==> src/binary_lsd_radix_sorter_unit_defines.svh <==
// ----------------------------------------------------------------------------
// Radix sorter assertion macros
// Shared property forms for the sorter's concurrent checks.
// ----------------------------------------------------------------------------
`ifndef BINARY_LSD_RADIX_SORTER_UNIT_DEFINES_SVH
`define BINARY_LSD_RADIX_SORTER_UNIT_DEFINES_SVH

// same-cycle implication, disabled during reset
`define RLSD_ASSERT_IMPL(lbl, cond, conseq, msg) \
    lbl: assert property (@(posedge i_clk) disable iff (!i_rst_n) \
        (cond) |-> (conseq)) else $error(msg);

// next-cycle implication, disabled during reset
`define RLSD_ASSERT_NEXT(lbl, cond, conseq, msg) \
    lbl: assert property (@(posedge i_clk) disable iff (!i_rst_n) \
        (cond) |=> (conseq)) else $error(msg);

`endif

==> src/rlsd_pkg.sv <==
// ----------------------------------------------------------------------------
// Radix sorter package
// Default sizes, fixed port widths and sequencer state codes.
// ----------------------------------------------------------------------------
`timescale 1ns / 1ps

package rlsd_pkg;

    localparam int DEPTH_DEF    = 64;
    localparam int KEY_BITS_DEF = 16;
    localparam int KEY_PORT_W   = 16;
    localparam int IDX_PORT_W   = 6;

    typedef logic [1:0] t_state;

    localparam t_state ST_LOAD = 2'd0;
    localparam t_state ST_SCAN = 2'd1;
    localparam t_state ST_MOVE = 2'd2;
    localparam t_state ST_EMIT = 2'd3;

endpackage

==> src/rlsd_ram.sv <==
// ----------------------------------------------------------------------------
// Radix sorter entry RAM
// One write port and one read port with registered read data.
// ----------------------------------------------------------------------------
`timescale 1ns / 1ps

module rlsd_ram #(
    parameter int DEPTH = 64,
    parameter int WIDTH = 22
) (
    input  logic                     i_clk,
    input  logic                     i_we,
    input  logic [$clog2(DEPTH)-1:0] i_waddr,
    input  logic [WIDTH-1:0]         i_wdata,
    input  logic [$clog2(DEPTH)-1:0] i_raddr,
    output logic [WIDTH-1:0]         o_rdata
);

    logic [WIDTH-1:0] r_mem [DEPTH];
    logic [WIDTH-1:0] r_rdata;

    always_ff @(posedge i_clk) begin
        if (i_we) begin
            r_mem[i_waddr] <= i_wdata;
        end
    end

    always_ff @(posedge i_clk) begin
        r_rdata <= r_mem[i_raddr];
    end

    assign o_rdata = r_rdata;

endmodule

==> src/binary_lsd_radix_sorter_unit.sv <==
// Keys load at one per cycle; after the last key the sort opens with a scan,
// and each pass while not yet sorted adds a move and another scan, for at most
// as many passes as the largest key has bits; results leave through the RAM read
// port, each read issued only once the previous entry is back and the output is free.
// Input throughput is one key per cycle while loading. Reset is synchronous active
// low, clears the sequencer, entry count, read pointer and flags; RAM contents stay undefined.
// ----------------------------------------------------------------------------
// Binary LSD radix sorter
// Loads keys into a RAM bank, sorts them with stable one-bit passes that
// ping-pong between two banks, then streams the entries out in key order.
// ----------------------------------------------------------------------------
`timescale 1ns / 1ps

module binary_lsd_radix_sorter_unit #(
    parameter int DEPTH    = rlsd_pkg::DEPTH_DEF,
    parameter int KEY_BITS = rlsd_pkg::KEY_BITS_DEF
) (
    input  logic                            i_clk,
    input  logic                            i_rst_n,
    input  logic                            i_valid,
    output logic                            o_stall,
    input  logic [rlsd_pkg::KEY_PORT_W-1:0] i_key,
    input  logic                            i_last,
    output logic                            o_valid,
    input  logic                            i_stall,
    output logic [rlsd_pkg::KEY_PORT_W-1:0] o_sorted_key,
    output logic [rlsd_pkg::IDX_PORT_W-1:0] o_source_index,
    output logic                            o_final_res,
    output logic                            o_truncated
);

    import rlsd_pkg::*;

    `include "binary_lsd_radix_sorter_unit_defines.svh"

    localparam int IDX_W = $clog2(DEPTH);
    localparam int CNT_W = $clog2(DEPTH + 1);
    localparam int EW    = KEY_BITS + IDX_W;
    localparam int BIT_W = $clog2(KEY_BITS + 1);

    t_state              r_state, n_state;
    logic [CNT_W-1:0]    r_count, n_count;
    logic [KEY_BITS-1:0] r_largest, n_largest;
    logic                r_overflow, n_overflow;
    logic                r_src, n_src;
    logic [BIT_W-1:0]    r_bit, n_bit;
    logic [CNT_W-1:0]    r_rd, n_rd;
    logic                r_rd_vld, n_rd_vld;
    logic [CNT_W-1:0]    r_pos, n_pos;
    logic [KEY_BITS-1:0] r_prev_key, n_prev_key;
    logic                r_unsorted, n_unsorted;
    logic [CNT_W-1:0]    r_zcnt, n_zcnt;
    logic [CNT_W-1:0]    r_z, n_z;
    logic [CNT_W-1:0]    r_o, n_o;
    logic                r_out_valid, n_out_valid;
    logic [KEY_BITS-1:0] r_out_key, n_out_key;
    logic [IDX_W-1:0]    r_out_idx, n_out_idx;
    logic                r_out_final, n_out_final;
    logic                r_out_trunc, n_out_trunc;

    logic                in_acc;
    logic                out_acc;
    logic                issue;
    logic                store_ok;
    logic [31:0]         key_wide;
    logic [KEY_BITS-1:0] key_in;
    logic [EW-1:0]       rdata0, rdata1, rd_data;
    logic [KEY_BITS-1:0] rd_key;
    logic [KEY_BITS-1:0] rd_shift;
    logic                rd_bit;
    logic                rd_last;
    logic [KEY_BITS-1:0] remaining;
    logic                stop;
    logic [CNT_W-1:0]    move_pos;
    logic                we0, we1;
    logic [IDX_W-1:0]    waddr0;
    logic [EW-1:0]       wdata0;
    logic [31:0]         out_wide;

    assign in_acc   = i_valid && (r_state == ST_LOAD);
    assign out_acc  = r_out_valid && !i_stall;
    assign store_ok = r_count < CNT_W'(DEPTH);
    assign key_wide = 32'(i_key);
    assign key_in   = key_wide[KEY_BITS-1:0];

    assign rd_data   = r_src ? rdata1 : rdata0;
    assign rd_key    = rd_data[EW-1:IDX_W];
    assign rd_shift  = rd_key >> r_bit;
    assign rd_bit    = rd_shift[0];
    assign rd_last   = r_pos == (r_count - CNT_W'(1));
    assign remaining = r_largest >> r_bit;
    assign stop      = remaining == '0;
    assign move_pos  = rd_bit ? (r_zcnt + r_o) : r_z;

    always_comb begin
        issue = 1'b0;
        case (r_state)
            ST_SCAN, ST_MOVE: begin
                issue = r_rd < r_count;
            end
            ST_EMIT: begin
                issue = (r_rd < r_count) && !r_rd_vld && (!r_out_valid || out_acc);
            end
            default: begin
                issue = 1'b0;
            end
        endcase
    end

    assign we0    = (in_acc && store_ok) ||
                    ((r_state == ST_MOVE) && r_rd_vld && r_src);
    assign we1    = (r_state == ST_MOVE) && r_rd_vld && !r_src;
    assign waddr0 = (r_state == ST_LOAD) ? r_count[IDX_W-1:0] : move_pos[IDX_W-1:0];
    assign wdata0 = (r_state == ST_LOAD) ? {key_in, r_count[IDX_W-1:0]} : rd_data;

    rlsd_ram #(
        .DEPTH (DEPTH),
        .WIDTH (EW)
    ) u_bank0 (
        .i_clk   (i_clk),
        .i_we    (we0),
        .i_waddr (waddr0),
        .i_wdata (wdata0),
        .i_raddr (r_rd[IDX_W-1:0]),
        .o_rdata (rdata0)
    );

    rlsd_ram #(
        .DEPTH (DEPTH),
        .WIDTH (EW)
    ) u_bank1 (
        .i_clk   (i_clk),
        .i_we    (we1),
        .i_waddr (move_pos[IDX_W-1:0]),
        .i_wdata (rd_data),
        .i_raddr (r_rd[IDX_W-1:0]),
        .o_rdata (rdata1)
    );

    always_comb begin
        n_state     = r_state;
        n_count     = r_count;
        n_largest   = r_largest;
        n_overflow  = r_overflow;
        n_src       = r_src;
        n_bit       = r_bit;
        n_rd        = issue ? (r_rd + CNT_W'(1)) : r_rd;
        n_rd_vld    = issue;
        n_pos       = issue ? r_rd : r_pos;
        n_prev_key  = r_prev_key;
        n_unsorted  = r_unsorted;
        n_zcnt      = r_zcnt;
        n_z         = r_z;
        n_o         = r_o;
        n_out_valid = r_out_valid && !out_acc;
        n_out_key   = r_out_key;
        n_out_idx   = r_out_idx;
        n_out_final = r_out_final;
        n_out_trunc = r_out_trunc;

        case (r_state)
            ST_LOAD: begin
                if (in_acc) begin
                    if (store_ok) begin
                        n_count = r_count + CNT_W'(1);
                        if (key_in > r_largest) begin
                            n_largest = key_in;
                        end
                    end else begin
                        n_overflow = 1'b1;
                    end
                    if (i_last) begin
                        n_state    = ST_SCAN;
                        n_rd       = '0;
                        n_bit      = '0;
                        n_src      = 1'b0;
                        n_unsorted = 1'b0;
                        n_zcnt     = '0;
                    end
                end
            end
            ST_SCAN: begin
                if (r_rd_vld) begin
                    n_prev_key = rd_key;
                    if ((r_pos != '0) && (r_prev_key > rd_key)) begin
                        n_unsorted = 1'b1;
                    end
                    if (!rd_bit) begin
                        n_zcnt = r_zcnt + CNT_W'(1);
                    end
                    if (rd_last) begin
                        n_rd = '0;
                        if (!n_unsorted || stop) begin
                            n_state = ST_EMIT;
                        end else begin
                            n_state = ST_MOVE;
                            n_z     = '0;
                            n_o     = '0;
                        end
                    end
                end
            end
            ST_MOVE: begin
                if (r_rd_vld) begin
                    if (rd_bit) begin
                        n_o = r_o + CNT_W'(1);
                    end else begin
                        n_z = r_z + CNT_W'(1);
                    end
                    if (rd_last) begin
                        n_state    = ST_SCAN;
                        n_src      = !r_src;
                        n_bit      = r_bit + BIT_W'(1);
                        n_rd       = '0;
                        n_unsorted = 1'b0;
                        n_zcnt     = '0;
                    end
                end
            end
            ST_EMIT: begin
                if (r_rd_vld) begin
                    n_out_valid = 1'b1;
                    n_out_key   = rd_key;
                    n_out_idx   = rd_data[IDX_W-1:0];
                    n_out_final = rd_last;
                    n_out_trunc = r_overflow;
                end
                if ((r_rd == r_count) && !r_rd_vld) begin
                    n_state    = ST_LOAD;
                    n_count    = '0;
                    n_largest  = '0;
                    n_overflow = 1'b0;
                    n_src      = 1'b0;
                    n_rd       = '0;
                end
            end
            default: begin
                n_state = ST_LOAD;
            end
        endcase
    end

    always_ff @(posedge i_clk) begin
        if (!i_rst_n) begin
            r_state     <= ST_LOAD;
            r_count     <= '0;
            r_largest   <= '0;
            r_overflow  <= 1'b0;
            r_src       <= 1'b0;
            r_bit       <= '0;
            r_rd        <= '0;
            r_rd_vld    <= 1'b0;
            r_out_valid <= 1'b0;
        end else begin
            r_state     <= n_state;
            r_count     <= n_count;
            r_largest   <= n_largest;
            r_overflow  <= n_overflow;
            r_src       <= n_src;
            r_bit       <= n_bit;
            r_rd        <= n_rd;
            r_rd_vld    <= n_rd_vld;
            r_out_valid <= n_out_valid;
        end
    end

    always_ff @(posedge i_clk) begin
        r_pos       <= n_pos;
        r_prev_key  <= n_prev_key;
        r_unsorted  <= n_unsorted;
        r_zcnt      <= n_zcnt;
        r_z         <= n_z;
        r_o         <= n_o;
        r_out_key   <= n_out_key;
        r_out_idx   <= n_out_idx;
        r_out_final <= n_out_final;
        r_out_trunc <= n_out_trunc;
    end

    assign out_wide       = 32'(r_out_key);
    assign o_stall        = r_state != ST_LOAD;
    assign o_valid        = r_out_valid;
    assign o_sorted_key   = out_wide[KEY_PORT_W-1:0];
    assign o_source_index = IDX_PORT_W'(r_out_idx);
    assign o_final_res    = r_out_final;
    assign o_truncated    = r_out_trunc;

    `RLSD_ASSERT_IMPL(a_no_read_in_load, r_rd_vld, r_state != ST_LOAD, "read data while loading")
    `RLSD_ASSERT_IMPL(a_count_bound, 1'b1, r_count <= CNT_W'(DEPTH), "entry count past depth")
    `RLSD_ASSERT_IMPL(a_move_addr, (r_state == ST_MOVE) && r_rd_vld, move_pos < r_count, "move address past count")
    `RLSD_ASSERT_NEXT(a_final_out, (r_state == ST_EMIT) && r_rd_vld && rd_last, r_out_valid && r_out_final, "final transaction not presented")

endmodule
==> config.mk <==
export PLATFORM = sky130hd
export DESIGN_NAME = binary_lsd_radix_sorter_unit
export DESIGN_NICKNAME = d
export VERILOG_FILES = /design/src/rlsd_pkg.sv /design/src/rlsd_ram.sv /design/src/binary_lsd_radix_sorter_unit.sv
export VERILOG_INCLUDE_DIRS = /design/src /design/src/src
export SDC_FILE = /design/constraint.sdc
export NUM_CORES = 2
export LEC_CHECK = 0
export ABC_AREA = 1
export BUFFER_PORTS_ARGS = -buffer_cell sky130_fd_sc_hd__buf_2
export CAP_MARGIN = 20
export CORE_MARGIN = 3
export CORE_UTILIZATION = 45
export DETAILED_ROUTE_END_ITERATION = 10
export HOLD_SLACK_MARGIN = 0.15
export SLEW_MARGIN = 20
export SYNTH_ARGS = -nofsm -noshare
export SYNTH_HDL_FRONTEND = slang
export SYNTH_SLANG_ARGS = --single-unit
export TNS_END_PERCENT = 1
==> constraint.sdc <==
create_clock -name i_clk -period 14 [get_ports i_clk]
set_clock_uncertainty 0.05 [all_clocks]
set_input_delay 0.7 -clock i_clk [delete_from_list [all_inputs] [get_ports i_clk]]
set_output_delay 0.7 -clock i_clk [all_outputs]
set_load 0.03 [all_outputs]
---- Word-level counts from Yosys, hierarchy flattened ----
Memory sizes are Yosys's and may differ from the RTL's. A register that Yosys moved wholly into a read port is not among the register bits.
Index checks and enable logic that the tools add are counted.
storage, ports and cells
  register bits after elaboration ......... 110
  RAM bits ................................ 2,816
  bits of input ports ..................... 21
  output and inout port bits .............. 26
  word-level logic and storage cells ...... 169
  memories kept ........................... 2
memories
  name           words  bits a word  read ports  clocked after Yosys merged registers in  wr ports  line            RTL
  u_bank0.r_mem  64     22           1           1                                        1         rlsd_ram.sv:19  logic [WIDTH-1:0] r_mem [DEPTH];
  u_bank1.r_mem  64     22           1           1                                        1         rlsd_ram.sv:19
cells by class
  $add $sub $neg .......................... 8
  order comparisons ....................... 4
  equal/unequal tests ..................... 19
  shift operators ......................... 2
  mux-type cells .......................... 73
  reduce and logical (&&, ||, !) cells .... 42
operators with widths
  operator                                     count
  two-way mux 7 bit                            22
  two-way mux 16 bit                           4
  two-way mux 22 bit                           2
  case mux 7 bit (2 select lines)              3
  case mux 7 bit (3 select lines)              2
  adder 7 x 1 -> 7 bit, second input constant  5
  greater-than comparator 16 bit               2
  case mux 16 bit (2 select lines)             1
  != test 2 bit, second input constant         13
  AND reduction 6 bit                          4
  two-way mux 1 bit                            20
  two-way mux 5 bit                            4
  logical NOT 16 bit                           1
  right shift 16 x 5 -> 1 bit                  1
  right shift 16 x 5 -> 16 bit                 1
  equality test 7 bit                          2
  two-way mux 2 bit                            7
  AND reduction 7 bit                          2
  two-way mux 6 bit                            2
  logical AND 1 bit                            11
  case mux 5 bit (2 select lines)              1
  AND reduction 5 bit                          2
  case mux 2 bit (4 select lines)              1
  AND reduction 4 bit                          2
  18 further kinds                             33

---- Depth between registers and ports, before layout ----
  depth after elaboration ................. 12
  depth in mapped cells ................... 19
  depth with buffers taken out ............ 18

---- Modules after synthesis ----
From an unflattened synthesis, not the netlist that was laid out.
second synthesis, totals
  cells, all modules ...................... 10,576
  area total of the unflattened synthesis .. 121,746.8 um2
by module, submodules not included
  module                        instances  cells an instance  area each (um2)  seq. area each (um2)
  rlsd_ram (u_bank0)            1          4,814              57,326.2         42,721.0
  rlsd_ram (u_bank1)            1          4,800              57,213.6         42,721.0
  binary_lsd_radix_sorter_unit  1          962                7,206.9          2,802.7

---- Least setup slack after synthesis ----
OpenSTA, ideal clock, no wires.
  kind .................................... reg-to-reg
  start point ............................. register r_src
  end point ............................... memory u_bank0.r_mem[0][20] (data pin)
  library setup time ...................... 702 ps
  data arrival time ....................... 4,180 ps
  required time ........................... 13,248 ps
  path slack .............................. 9,067 ps
  stages on the path, launching flop included .. 7
  buffers on the path ..................... 2
  period minus slack after synthesis ...... 4,933 ps
  cell sequence ........................... dfxtp_1 -> buf_6 -> buf_4 -> nand2_1 -> nand2_1 -> inv_1 -> o21ai_0
between the ends
  word-level cells in the longest chain between the ends .. 2
ends and longest elaborated chain
  item                     line                                 RTL
  start, declared          binary_lsd_radix_sorter_unit.sv:45   logic r_src, n_src;
  start signal, assigned   binary_lsd_radix_sorter_unit.sv:259  r_src <= n_src;
  two-way mux 22 bit       binary_lsd_radix_sorter_unit.sv:86   assign rd_data = r_src ? rdata1 : rdata0;
  net rd_data[20]          binary_lsd_radix_sorter_unit.sv:67   logic [EW-1:0] rdata0, rdata1, rd_data;
  two-way mux 22 bit       binary_lsd_radix_sorter_unit.sv:114  assign wdata0 = (r_state == ST_LOAD) ? {key_in, r_count[IDX_W-1:0]} : rd_data;
  net u_bank0.i_wdata[20]  rlsd_ram.sv:14                       input logic [WIDTH-1:0] i_wdata,
  end, declared            rlsd_ram.sv:19
The timed path passes the listed nets, and every way through them passes these cells.

---- Final worst setup path ----
  start point ............................. register r_src
  end point ............................... memory u_bank0.r_mem[42][17], enable pin
between the ends
  word-level cells in the longest chain between the ends .. 4
  elaborated cells on any way between the ends .. 8
  those cells by class .................... shift: 1; mux: 5; reduce/logical: 2
ends and longest elaborated chain
  item                         line                                 RTL
  two-way mux 22 bit           binary_lsd_radix_sorter_unit.sv:86
  net rd_data[9]               binary_lsd_radix_sorter_unit.sv:67
  right shift 16 x 5 -> 1 bit  binary_lsd_radix_sorter_unit.sv:88   assign rd_shift = rd_key >> r_bit;
  two-way mux 6 bit            binary_lsd_radix_sorter_unit.sv:93   assign move_pos = rd_bit ? (r_zcnt + r_o) : r_z;
  two-way mux 6 bit            binary_lsd_radix_sorter_unit.sv:113  assign waddr0 = (r_state == ST_LOAD) ? r_count[IDX_W-1:0] : move_pos[IDX_W-1:0];
The timed path passes the listed nets, and every way through them passes these cells.

==> results.md <==
- The run finished with clean final reports.
- After detailed placement, the total cell area comes to 0.121 mm^2.
- The CTS tree is done.
- In this run the count of I/O pins placed on the die edge is 47.
- Summed over all cells, the static leakage comes to 42.4 nW.
- The count of warnings emitted by yosys is 0.
- Global routing finished with a remaining overflow of 0.
- The type of the tightest min-delay check is input pin to flop.
- Timing would allow up to 183 MHz.
- The insertion delay to the later sink of the worst-skew pair is 960 ps.
- The dominant cell by count in the synthesized netlist is sky130_fd_sc_hd__edfxtp_1.
- The routed via count divided by cell count is 6.13.
- The total routing resource utilization after global routing is 0.255.
- CTS built an H-tree with a depth of 5.
- The count of buffering cells on the critical path with inverters included is 2.
- In this run the worst path has a maximum fanout of 29.
- The area growth from synthesis to layout is 12.3%.
- The net count after synthesis is 8,982.
- The floorplan step set the die width to 515 um.
- For the finished layout, the period the worst path requires is between 5000 and 6000 ps.
- The slowest stage of the critical path is the sky130_fd_sc_hd__nor2_4 cell.
- The startpoint identified for the worst register-to-register timing path is r_src.
- The post-route worst hold slack is 347 ps.
- For the worst setup path, the data arrival time is between 5000 and 6000 ps.
- The number of nets in the layout is between 8,000 and 9,000.
- The kind of critical path is flop to flop.
- The number of antenna violations at the first check in global routing was 15.
- For this run, design rule violations remaining after detail routing come to 0.
- The die span in y is 515 um.
- For this block, the initial DRC count from the detailed router was ~11,000.
- The via count of the first global-routing pass is ~70,000.
- The die area is about 0.27 mm^2.
- The number of sinks on the clock net is 2,967.
- Dividing the final minimum period by the clock period gives 0.391.
- The remaining number of nets flagged by the antenna check after routing is 0.
- The critical hold path startpoint is i_last.
- Setup repair after global routing left no endpoint under its margin.
- The post-place setup slack is 8610 ps.
- The first-pass detailed-route iteration total is 6.
- Among all flip-flop cells after synthesis, the most frequent one is sky130_fd_sc_hd__edfxtp_1.
- For the worst setup path, the data required time is roughly 15,000 ps.
- The worst reg2reg path depth is 14.
- The first-pass GRT wire length is ~500,000 um.
- The max-capacitance violation count is 0.
- Synthesis instantiated 44 different standard cells from the library.
- Setup violations remaining at the end of the flow were counted as 0.
- No sink is reached through more buffers than the 4 on the longest clock path.
- At the end of routability-driven placement, the weighted congestion stood at 0.929.
- Summed over all layers, the routed wires come to 347,000 um.
- The placeable core region is between 0.2 and 0.3 mm^2.
- Along the worst hold path, the cell count comes to 5.
- The total instance count after detailed placement is about 12,000.
- The worst setup path is captured at a flop.
- The netlist area before placement is 0.117 mm^2.
- The most frequent cell on the critical path is sky130_fd_sc_hd__nand2_1.
- The maximum ir drop on the vdd rail is 0.000284 V.
- The end point of the most critical hold path is r_unsorted.
- Broken down by cell family, the worst path's largest delay share belongs to simple AND/OR/NAND/NOR gates.
- The total negative setup slack is 0 ps.
- Buffers inserted during clock tree synthesis total approximately 310.
- After technology mapping, the gate count stands at 8,904.
- The average footprint of a synthesized cell is 13.1 um^2.
- The worst setup path is launched from a flop.
- The fraction of layout instances using a drive strength above 1 is 0.0980.
- The final count of hold timing violations came to 0.
- The fraction of post-synthesis cell area in the top cell type by area is 0.741.
- Synthesis inferred 2,967 register bits.
- The cell sitting at the root of the clock tree is a sky130_fd_sc_hd__clkbuf_16.
- With fillers left out, the area of the finished cells amounts to between 0.1 and 0.15 mm^2.
- After detailed routing, the average wire length per cell comes to 27.7 um.
- The utilization after layout is 0.509.
- The half-perimeter wire length after placement is 187,000 um.
- Row generation in the floorplan step produced 186 rows.
- Measured against its own limit, the worst slew margin works out to 0.201.
- After the flow finishes, the layout carries non-filler instances totaling 12,521.
- The number of pins with negative max-slew slack in the final report was 0.
- The total of buffers placed on input and output ports is 46.
- In the synthesized netlist the async set-or-reset flop fraction comes to 0.
- Across all setup checks in the final design, the least slack found is 8520 ps.
- The effective utilization at floorplan is 0.453.
- The number of logic stages on the critical path including buffering is 14.
- Across all layers, the routed design uses 76,783 vias.
- For this run, the register share of the synthesized area comes to 0.755.
- Sorting the synthesized cells by area gives the leading types as sky130_fd_sc_hd__edfxtp_1, sky130_fd_sc_hd__o21ai_0, sky130_fd_sc_hd__nor2_1, sky130_fd_sc_hd__o22ai_1, sky130_fd_sc_hd__o221ai_1.
- In this run the critical register-to-register path is captured at u_bank0.r_mem[42][17].
- The total power is 26.0 mW.
- For this design the ratio of total power to cell area is 198 mW/mm^2.
- The largest net degree at the start of global routing is 234.
- The slew at the pin closest to its max-slew limit is around 1200 ps.
- Across all register-to-register paths, the minimum setup slack is 8520 ps.
- Of all cell types, the one taking the most synthesized area is sky130_fd_sc_hd__edfxtp_1.
- Clock-pin slew was measured on the worst setup and hold paths at 60 ps.
- The commonest cells after synthesis are sky130_fd_sc_hd__edfxtp_1, sky130_fd_sc_hd__nor2_1, sky130_fd_sc_hd__o21ai_0.
- Traced cell by cell, the critical path runs through inv_1 -> nand2_1 -> nand2_2 -> a21oi_1 -> nand2_1 -> nand3_1 -> nand2_2 -> nand2_4 -> nand2_1 -> nand3_1 -> nand2_1 -> inv_1 -> nand4_1 -> nor2_4.
- The highest cell delay on the worst timing path is approximately 940 ps.
- The number of synthesized flops with an enable pin is 2,882.
==> final cells by class <==
| cell class | instances | area (um^2) |
|---|---|---|
| fill | 21567 | 126000 |
| sequential | 2967 | 88300 |
| multi-input combinational | 5181 | 26300 |
| clock buffer | 417 | 8410 |
| tap | 3384 | 4230 |
| timing repair buffer | 290 | 2230 |
| clock inverter | 131 | 1120 |
| inverter | 144 | 583 |
| antenna | 7 | 17.5 |
==> metal layers <==
metal / global-route usage / routed length (um)
met5: 0 / 49
met4: 0.0816 / 10600
met3: 0.0625 / 38200
met2: 0.375 / 153000
met1: 0.374 / 146000
==> registers in the layout, indices dropped and copies added, names as in the netlist <==
name,flops
r_unsorted,1
u_bank0.o_rdata,22
r_zcnt,6
r_rd_vld,1
r_o,6
o_source_index,6
u_bank1.r_mem,1408
u_bank0.r_mem,1408
r_overflow,1
r_count,7
o_valid,1
u_bank1.o_rdata,22
r_pos,7
o_final_res,1
r_largest,16
r_state,2
r_z,6
o_sorted_key,16
r_rd,7
r_prev_key,16
o_truncated,1
r_src,1
r_bit,5
==> what timing repair did <==
item | in CTS | in global routing
buffers inserted | 0 | 0
endpoints found under the hold margin | 22 | 0
gates resized for setup | 0 | 0
hold buffers | 24 | 0
==> cells by family (layout without fill, tap and decap cells) <==
kind of cell,after synthesis,count (layout),synth area share
flip-flops,2967,2967,0.755
AND/OR/NAND/NOR,2669,2669,0.0917
AO/OA/AOI/OAI,2432,2432,0.120
buffers and inverters,756,982,0.0249
adder cells (fa/ha/maj),57,57,0.00617
XOR/XNOR,23,23,0.00172
other,0,7,0
==> worst register-to-register path, delay by kind of cell, from the launching register on <==
family / cells / cell delay (ps)
flops: 1 / 880
simple gates: 11 / 3170
compound gates: 1 / 250
buf+inv: 2 / 720
==> placed cells by master, fill, tap and decap left out, drive strengths merged, types with 145 or more instances in the layout <==
cell       n
clkbuf   417
nand2    589
o21ai   1482
nor2    1629
a21oi    148
edfxtp  2882
nand3    373
inv      145
buf      266
o22ai    425
o221ai   282
==> worst max-delay path by stage <==
| stage | startpoint | endpoint | slack [ps] |
|---|---|---|---|
| after global routing | r_src | u_bank0.r_mem[42][17] | 8250 |
| after global placement | r_src | u_bank0.r_mem[42][17] | 8490 |
| final | r_src | u_bank0.r_mem[42][17] | 8520 |
| after detailed placement | r_src | u_bank0.r_mem[42][8] | 8610 |
| after CTS | r_src | u_bank0.r_mem[42][17] | 8600 |
| after floorplan | r_src | u_bank0.r_mem[0][20] | 9070 |
==> power breakdown <==
group	leakage, nW	internal, mW	switching [mW]
logic	11.0	0.950	5.02
clock network	4.65	4.51	3.33
registers	26.7	12.0	0.220
total	42.4	17.5	8.57
Power figures use the tool's default switching activity.
